### src/design/knn_pkg.sv
package knn_pkg;

  localparam int DIST_BITS = 34;
  localparam logic [DIST_BITS-1:0] DIST_EMPTY = {DIST_BITS{1'b1}};
  localparam logic [DIST_BITS-1:0] DIST_SAT = {{(DIST_BITS-1){1'b1}}, 1'b0};
  localparam int KREG_BITS = 5;
  localparam int RANK_BITS = 4;
  localparam int OUT_INDEX_BITS = 24;

  localparam logic OP_QUERY = 1'b0;
  localparam logic OP_CAND = 1'b1;

  typedef enum logic [1:0] {
    HOP_NONE,
    HOP_SIFT,
    HOP_SORT
  } heap_op_t;

  typedef struct packed {
    logic start;
    heap_op_t op;
  } heap_cmd_t;

  typedef struct packed {
    logic busy;
    logic done;
  } heap_sts_t;

endpackage

### src/design/knn_dist.sv
module knn_dist #(
  parameter int COORD_BITS = 16
) (
  input  logic                          clk,
  input  logic                          rst_n,
  input  logic                          start,
  input  logic signed [COORD_BITS-1:0]  qx,
  input  logic signed [COORD_BITS-1:0]  qy,
  input  logic signed [COORD_BITS-1:0]  qz,
  input  logic signed [COORD_BITS-1:0]  px,
  input  logic signed [COORD_BITS-1:0]  py,
  input  logic signed [COORD_BITS-1:0]  pz,
  output logic                          done,
  output logic [knn_pkg::DIST_BITS-1:0] dist_sq
);

  localparam int DW = COORD_BITS + 1;
  localparam int AW = (DW > 17) ? DW : 18;

  logic [1:0] cnt_r, cnt_nxt;
  logic busy_r, busy_nxt;
  logic done_r, done_nxt;
  logic [knn_pkg::DIST_BITS:0] acc_r, acc_nxt;
  logic signed [DW-1:0] diff;
  logic [AW-1:0] mag;
  logic [knn_pkg::DIST_BITS-1:0] sq;
  logic [knn_pkg::DIST_BITS:0] sum;

  always_comb begin
    case (cnt_r)
      2'd0: diff = DW'(qx) - DW'(px);
      2'd1: diff = DW'(qy) - DW'(py);
      default: diff = DW'(qz) - DW'(pz);
    endcase
  end

  assign mag = diff[DW-1] ? AW'(-diff) : AW'(diff);

  always_comb begin
    if (mag >= AW'(1 << 17)) begin
      sq = knn_pkg::DIST_SAT;
    end else begin
      sq = knn_pkg::DIST_BITS'(mag[16:0] * mag[16:0]);
      if (sq > knn_pkg::DIST_SAT) sq = knn_pkg::DIST_SAT;
    end
  end

  assign sum = acc_r + {1'b0, sq};

  always_comb begin
    cnt_nxt = cnt_r;
    busy_nxt = busy_r;
    done_nxt = 1'b0;
    acc_nxt = acc_r;
    if (start) begin
      busy_nxt = 1'b1;
      cnt_nxt = '0;
      acc_nxt = '0;
    end else if (busy_r) begin
      acc_nxt = (sum > {1'b0, knn_pkg::DIST_SAT}) ? {1'b0, knn_pkg::DIST_SAT} : sum;
      cnt_nxt = cnt_r + 2'd1;
      if (cnt_r == 2'd2) begin
        busy_nxt = 1'b0;
        done_nxt = 1'b1;
      end
    end
  end

  always_ff @(posedge clk) begin
    if (!rst_n) begin
      cnt_r <= '0;
      busy_r <= 1'b0;
      done_r <= 1'b0;
    end else begin
      cnt_r <= cnt_nxt;
      busy_r <= busy_nxt;
      done_r <= done_nxt;
    end
    acc_r <= acc_nxt;
  end

  assign done = done_r;
  assign dist_sq = acc_r[knn_pkg::DIST_BITS-1:0];

endmodule

### config.mk
export PLATFORM = sky130hd
export DESIGN_NAME = knn_dist
export DESIGN_NICKNAME = d
export VERILOG_FILES = /design/src/design/knn_pkg.sv /design/src/design/knn_dist.sv
export SDC_FILE = /design/constraint.sdc
export NUM_CORES = 1
export LEC_CHECK = 0
export BUFFER_PORTS_ARGS = -buffer_cell sky130_fd_sc_hd__buf_4
export CAP_MARGIN = 20
export CORE_ASPECT_RATIO = 0.75
export CORE_MARGIN = 2
export CORE_UTILIZATION = 55
export DETAILED_ROUTE_END_ITERATION = 10
export HOLD_SLACK_MARGIN = 0.12
export PLACE_DENSITY = 0.81
export RECOVER_POWER = 50
export SLEW_MARGIN = 20
export SYNTH_ARGS = -nofsm -noshare
export SYNTH_HDL_FRONTEND = slang
export SYNTH_SLANG_ARGS = --single-unit
### constraint.sdc
create_clock -name clk -period 17.7 [get_ports clk]
set_input_delay 3.54 -clock clk [delete_from_list [all_inputs] [get_ports clk]]
set_output_delay 3.54 -clock clk [all_outputs]
set_load 0.02 [all_outputs]
After elaboration in Yosys (flattened, before gate mapping)

Cells that the tools add are included.
Widths: inputs -> output; s select.

Bits in registers: 39
Input bits: 99
Output and inout bits: 35
Word-level logic and storage cells: 30

Add/sub/neg operators: 6
Multipliers: 1
$lt $le $gt $ge: 3
Eq/ne operators: 2
Muxes and demuxes: 9
Bitwise operators: 2
Reductions and logical operators: 3

Operators with widths:

| operator             | count |
|---|---|
| $mux 34              | 2 |
| $sub 16x16->17       | 3 |
| $add 35x34->35       | 1 |
| $gt 35x34->1 const B | 1 |
| $mux 35              | 1 |
| $gt 34x34->1 const B | 1 |
| $mul 17x17->34       | 1 |
| $pmux 17 s2          | 1 |
| $ge 18x18->1 const B | 1 |
| $mux 18              | 1 |
| $neg 17->18          | 1 |
| $mux 1               | 4 |
| $reduce_or 3->1      | 1 |
| $add 2x1->2 const B  | 1 |
| $eq 2x1->1 const B   | 1 |
| $eq 2x2->1 const B   | 1 |
| $logic_not 2->1      | 1 |
| $not 1->1            | 2 |
| $reduce_or 2->1      | 1 |

Depth between registers and ports, before layout

Depth after elaboration: 11
Mapped depth: 52
Depth with buffers taken out: 48

Least setup slack after synthesis

Ideal clock, no wire load.

Path type: input port to flip-flop
From: input port qz[0]
To: register acc_r[17] in the netlist's numbering
Library setup time: 0.086 ns
Arrival: 14.226 ns
Data required time: 17.614 ns
Path slack: 3.388 ns
Stages on the path: 47
Buffers on the path: 3
Path through: inv_1 -> ha_1 -> inv_1 -> fa_1 -> a211oi_1 -> nor2_1 -> o22ai_1 -> xnor2_1 -> a21o_1 -> or2_2 -> nor3_1 -> a21oi_1 -> xnor2_1 -> clkbuf_1 -> nand2_1 -> fa_1 -> inv_1 -> fa_1 -> [11 not listed] -> a21o_1 -> a21o_1 -> a221oi_1 -> xnor2_1 -> ha_1 -> a21o_1 -> a21o_1 -> a21oi_1 -> o21ai_0 -> a31o_2 -> nand4_1 -> a21oi_1 -> a41oi_1 -> mux2i_1 -> nand2_1 -> clkbuf_1 -> clkbuf_1 -> a211oi_1

Word-level cells in the longest chain between the ends: 11
Elaborated cells on any way between the ends: 12
Those cells by class: add/sub (3); mul (1); order compare (3); mux (5)

RTL lines:

| item                 | RTL line       | text |
|---|---|---|
| start, declared      | knn_dist.sv:9  | `input logic signed [COORD_BITS-1:0] qz,` |
| $sub 16x16->17 *     | knn_dist.sv:33 | `default: diff = DW'(qz) - DW'(pz);` |
| $pmux 17 s2 *        | knn_dist.sv:30 | `case (cnt_r)` |
| $neg 17->18          | knn_dist.sv:37 | `assign mag = diff[DW-1] ? AW'(-diff) : AW'(diff);` |
| $mux 18 *            | knn_dist.sv:37 |  |
| $mul 17x17->34       | knn_dist.sv:43 | `sq = knn_pkg::DIST_BITS'(mag[16:0] * mag[16:0]);` |
| $gt 34x34->1         | knn_dist.sv:44 | `if (sq > knn_pkg::DIST_SAT) sq = knn_pkg::DIST_SAT;` |
| $mux 34              | knn_dist.sv:44 |  |
| $mux 34 *            | knn_dist.sv:40 | `if (mag >= AW'(1 << 17)) begin` |
| $add 35x34->35 *     | knn_dist.sv:48 | `assign sum = acc_r + {1'b0, sq};` |
| $gt 35x34->1         | knn_dist.sv:60 | `acc_nxt = (sum > {1'b0, knn_pkg::DIST_SAT}) ? {1'b0, knn_pkg::DIST_SAT} : sum;` |
| $mux 35 *            | knn_dist.sv:60 |  |
| end signal, assigned | knn_dist.sv:79 | `acc_r <= acc_nxt;` |
| end, declared        | knn_dist.sv:23 | `logic [knn_pkg::DIST_BITS:0] acc_r, acc_nxt;` |

Mark *: on every way between the ends. The rest lies on a longest branch, timed or not.
A chain may end at the register's enable or synchronous reset.

Worst setup path in the final report

From: input port qy[0]
To: register acc_r[22] in the netlist's numbering

Word-level cells in the longest chain between the ends: 11
Elaborated cells on any way between the ends: 12
Those cells by class: add/sub (3); mul (1); order compare (3); mux (5)

RTL lines:

| item             | RTL line       | text |
|---|---|---|
| start, declared  | knn_dist.sv:8  | `input logic signed [COORD_BITS-1:0] qy,` |
| $sub 16x16->17 * | knn_dist.sv:32 | `2'd1: diff = DW'(qy) - DW'(py);` |
| $pmux 17 s2 *    | knn_dist.sv:30 |  |
| $neg 17->18      | knn_dist.sv:37 |  |
| $mux 18 *        | knn_dist.sv:37 |  |
| $mul 17x17->34   | knn_dist.sv:43 |  |
| $gt 34x34->1     | knn_dist.sv:44 |  |
| $mux 34          | knn_dist.sv:44 |  |
| $mux 34 *        | knn_dist.sv:40 |  |
| $add 35x34->35 * | knn_dist.sv:48 |  |
| $gt 35x34->1     | knn_dist.sv:60 |  |
| $mux 35 *        | knn_dist.sv:60 |  |

Marked as above.

==> run_results.csv <==
group,metric,value,unit
logic_synthesis,synthDistinctLibCells,81,
clock_tree,cts_max_level,2,
worst_hold_path,hold_path_class,"register to register",
logic_synthesis,yosys.area.top_type_share,0.268,
grt,grt-ovfl-total,0,
worst_hold_path,min_from,"acc_r[34]",
setup_path,regToRegEndpoint,"acc_r[22]",
sta,fmax,62.7,MHz
setup_path,crit_path_top_delay_cell,"xnor2_1",
setup_path,slowest_delay,0.67,ns
setup_path,ff2ff_setup_slack,4.79,ns
run_status,status,"finished with violations",
setup_path,critPathRequiredTime,17.86,ns
die,die_w,192,um
logic_synthesis,syn-cell-area,14600,um^2
clock_tree,clock_sinks,39,
grt,antenna_found_initial,0,
drt,first_pass_iters,5,
logic_synthesis,yosys.area.top_type,"fa_1",
clock_tree,cts_tree,"yes",
die,ioPinCount,134,
final_layout,n_antenna_cell,0,
final_layout,mostFrequentLayoutCells,"326 x inv_1, 196 x fa_1, 191 x ha_1",
drt,vias,12800,
drt,viasPerCell,5.75,
setup_path,reg2reg_depth,46,
setup_path,critPathMaxFanout,19,
place,hpwl,33400,um
grt,grt_pass1_vias,12700,
clock_tree,post_cts_buffers,0,
sta,timing.final.crit_share,0.901,
final_layout,final_common_cell,"inv_1",
grt,grt_usage,0.287,
drt,drt_iter0_markers,1013,
sta,final_hold_viol_count,0,
logic_synthesis,ys_warn_count,0,
die,row_count,51,
clock_tree,hold_buffers,0,
place,gp_congestion,0.931,
sta,period_minus_slack,15.95,ns
final_layout,nFillCells,2356,
sta,fin_setup_tns,0,ns
final_layout,syn_to_final_growth,8.36,%
drt,wire_per_inst,17.7,um
logic_synthesis,synth-edff-count,0,
logic_synthesis,syn_inst,1788,
die,dieArea,27900,um^2
sta,worst_hold_slack,0.508,ns
setup_path,cp.depth,45,
clock_tree,clk_pin_slew,0.05,ns
clock_tree,post_cts_resized,0,
logic_synthesis,post_synth.cell_area_avg,8.18,um^2
run_status,violations,"capacitance limit, slew limit",
worst_hold_path,hold-path-cell-count,1,
setup_path,path_delay_family,"adder cells",
drt,drcViolationCount,0,
setup_path,crit_end,"acc_r[22]",
setup_path,end_kind,"register",
sta,max_slew_margin,-0.101,
sta,fin_skew,0.00532,ns
final_layout,seq_area,781,um^2
clock_tree,cts_root_buffer,"clkbuf_16",
logic_synthesis,ys.flop_type,"dfxtp_1",
setup_path,r2r-start,"cnt_r[0]",
flow_run,cap_violations,1,
clock_tree,clock_latency,0.28,ns
setup_path,crit_start,"qy[0]",
setup_path,startpoint_type,"input pin",
place,numPortBuffers,133,
setup_path,crit_type,"input pin to register",
die,die_h,145,um
grt,grt_max_degree,42,
logic_synthesis,ys_seq_area_frac,0.0534,
sta,finalSetupViolations,0,
logic_synthesis,synth-seq-cells,39,
final_layout,fin_nets,2362,
sta,report.final.slew_viol_count,38,
setup_path,critPathArrivalTime,16.12,ns
sta,worstMarginPinSlew,1.65,ns
clock_tree,cts_buffers,5,
sta,rsz0062_at_grt,"no",
die,core_area,26000,um^2
die,start_util,0.562,
logic_synthesis,netlist_top_cells_area,"fa_1 27%, ha_1 16%, inv_1 8.4%",
logic_synthesis,synth_async_sr_flop_share,0,
final_layout,drive_gt1_frac,0.0890,
clock_tree,cts.path.max_buffers,2,
drt,ant_nets,0,
grt,grt_pass1_wl,64600,um
drt,wirelength,39200,um
final_layout,multi_input_area,12200,um^2
setup_path,crit_buf_inv,10,
==> sequential cells by signal, summed over array words and instances, names as in the netlist <==
name / flops
cnt_r: 2
done: 1
acc_r: 35
busy_r: 1
==> routing by layer <==
metal | vias up | part of all wire | track usage
met5 | - | 0 | 0
met4 | 0 | 0.020 | 0.0580
met3 | 66 | 0.094 | 0.0547
met2 | 586 | 0.45 | 0.451
li1 | 6048 | - | -
met1 | 6074 | 0.44 | 0.410
==> worst min path at each step <==
stage | end
floorplan | acc_r[34]
global placement | acc_r[34]
detailed placement | acc_r[34]
CTS | acc_r[34]
global route | acc_r[34]
finish | acc_r[34]
==> kinds of logic (layout without fill, tap and decap cells) <==
| family | Yosys count | count (layout) | synth area share |
|---|---|---|---|
| xor+xnor | 105 | 105 | 0.0638 |
| fa+ha+maj | 387 | 387 | 0.432 |
| other cells | 2 | 14 | 0.000513 |
| flops | 39 | 39 | 0.0534 |
| simple gates | 471 | 471 | 0.155 |
| compound gates | 354 | 354 | 0.171 |
| mux | 11 | 11 | 0.00778 |
| buf+inv | 419 | 496 | 0.117 |
==> through the flow <==
step	std cells	util	cell area, um^2	setup slack, ns
floorplan	1800	-	14700	3.39
global placement	2213	0.608	15800	2.07
detailed placement	2213	0.608	15800	1.74
CTS	2221	0.614	16000	1.93
global route	2221	0.609	15900	0.879
finish	2221	0.609	15900	1.75
==> synth_stat cells (all sizes together), types with 39 or more instances <==
| master | instances |
|---|---|
| xor2 | 39 |
| nand2 | 130 |
| clkbuf | 47 |
| a21oi | 81 |
| o21ai | 52 |
| a211oi | 48 |
| dfxtp | 39 |
| fa | 196 |
| ha | 191 |
| a21o | 41 |
| xnor2 | 65 |
| buf | 42 |
| nor2 | 155 |
| inv | 327 |
==> cell type report <==
type / instances / area share
Tap cell: 344 / 0.0272
Inverter: 330 / 0.0781
Clock buffer: 8 / 0.00987
Multi-Input combinational cell: 1342 / 0.769
Sequential cell: 39 / 0.0493
Timing Repair Buffer: 158 / 0.0670
Power is not shown: default switching activity piles up to over one toggle a cycle in this logic, so the estimate is an artifact.
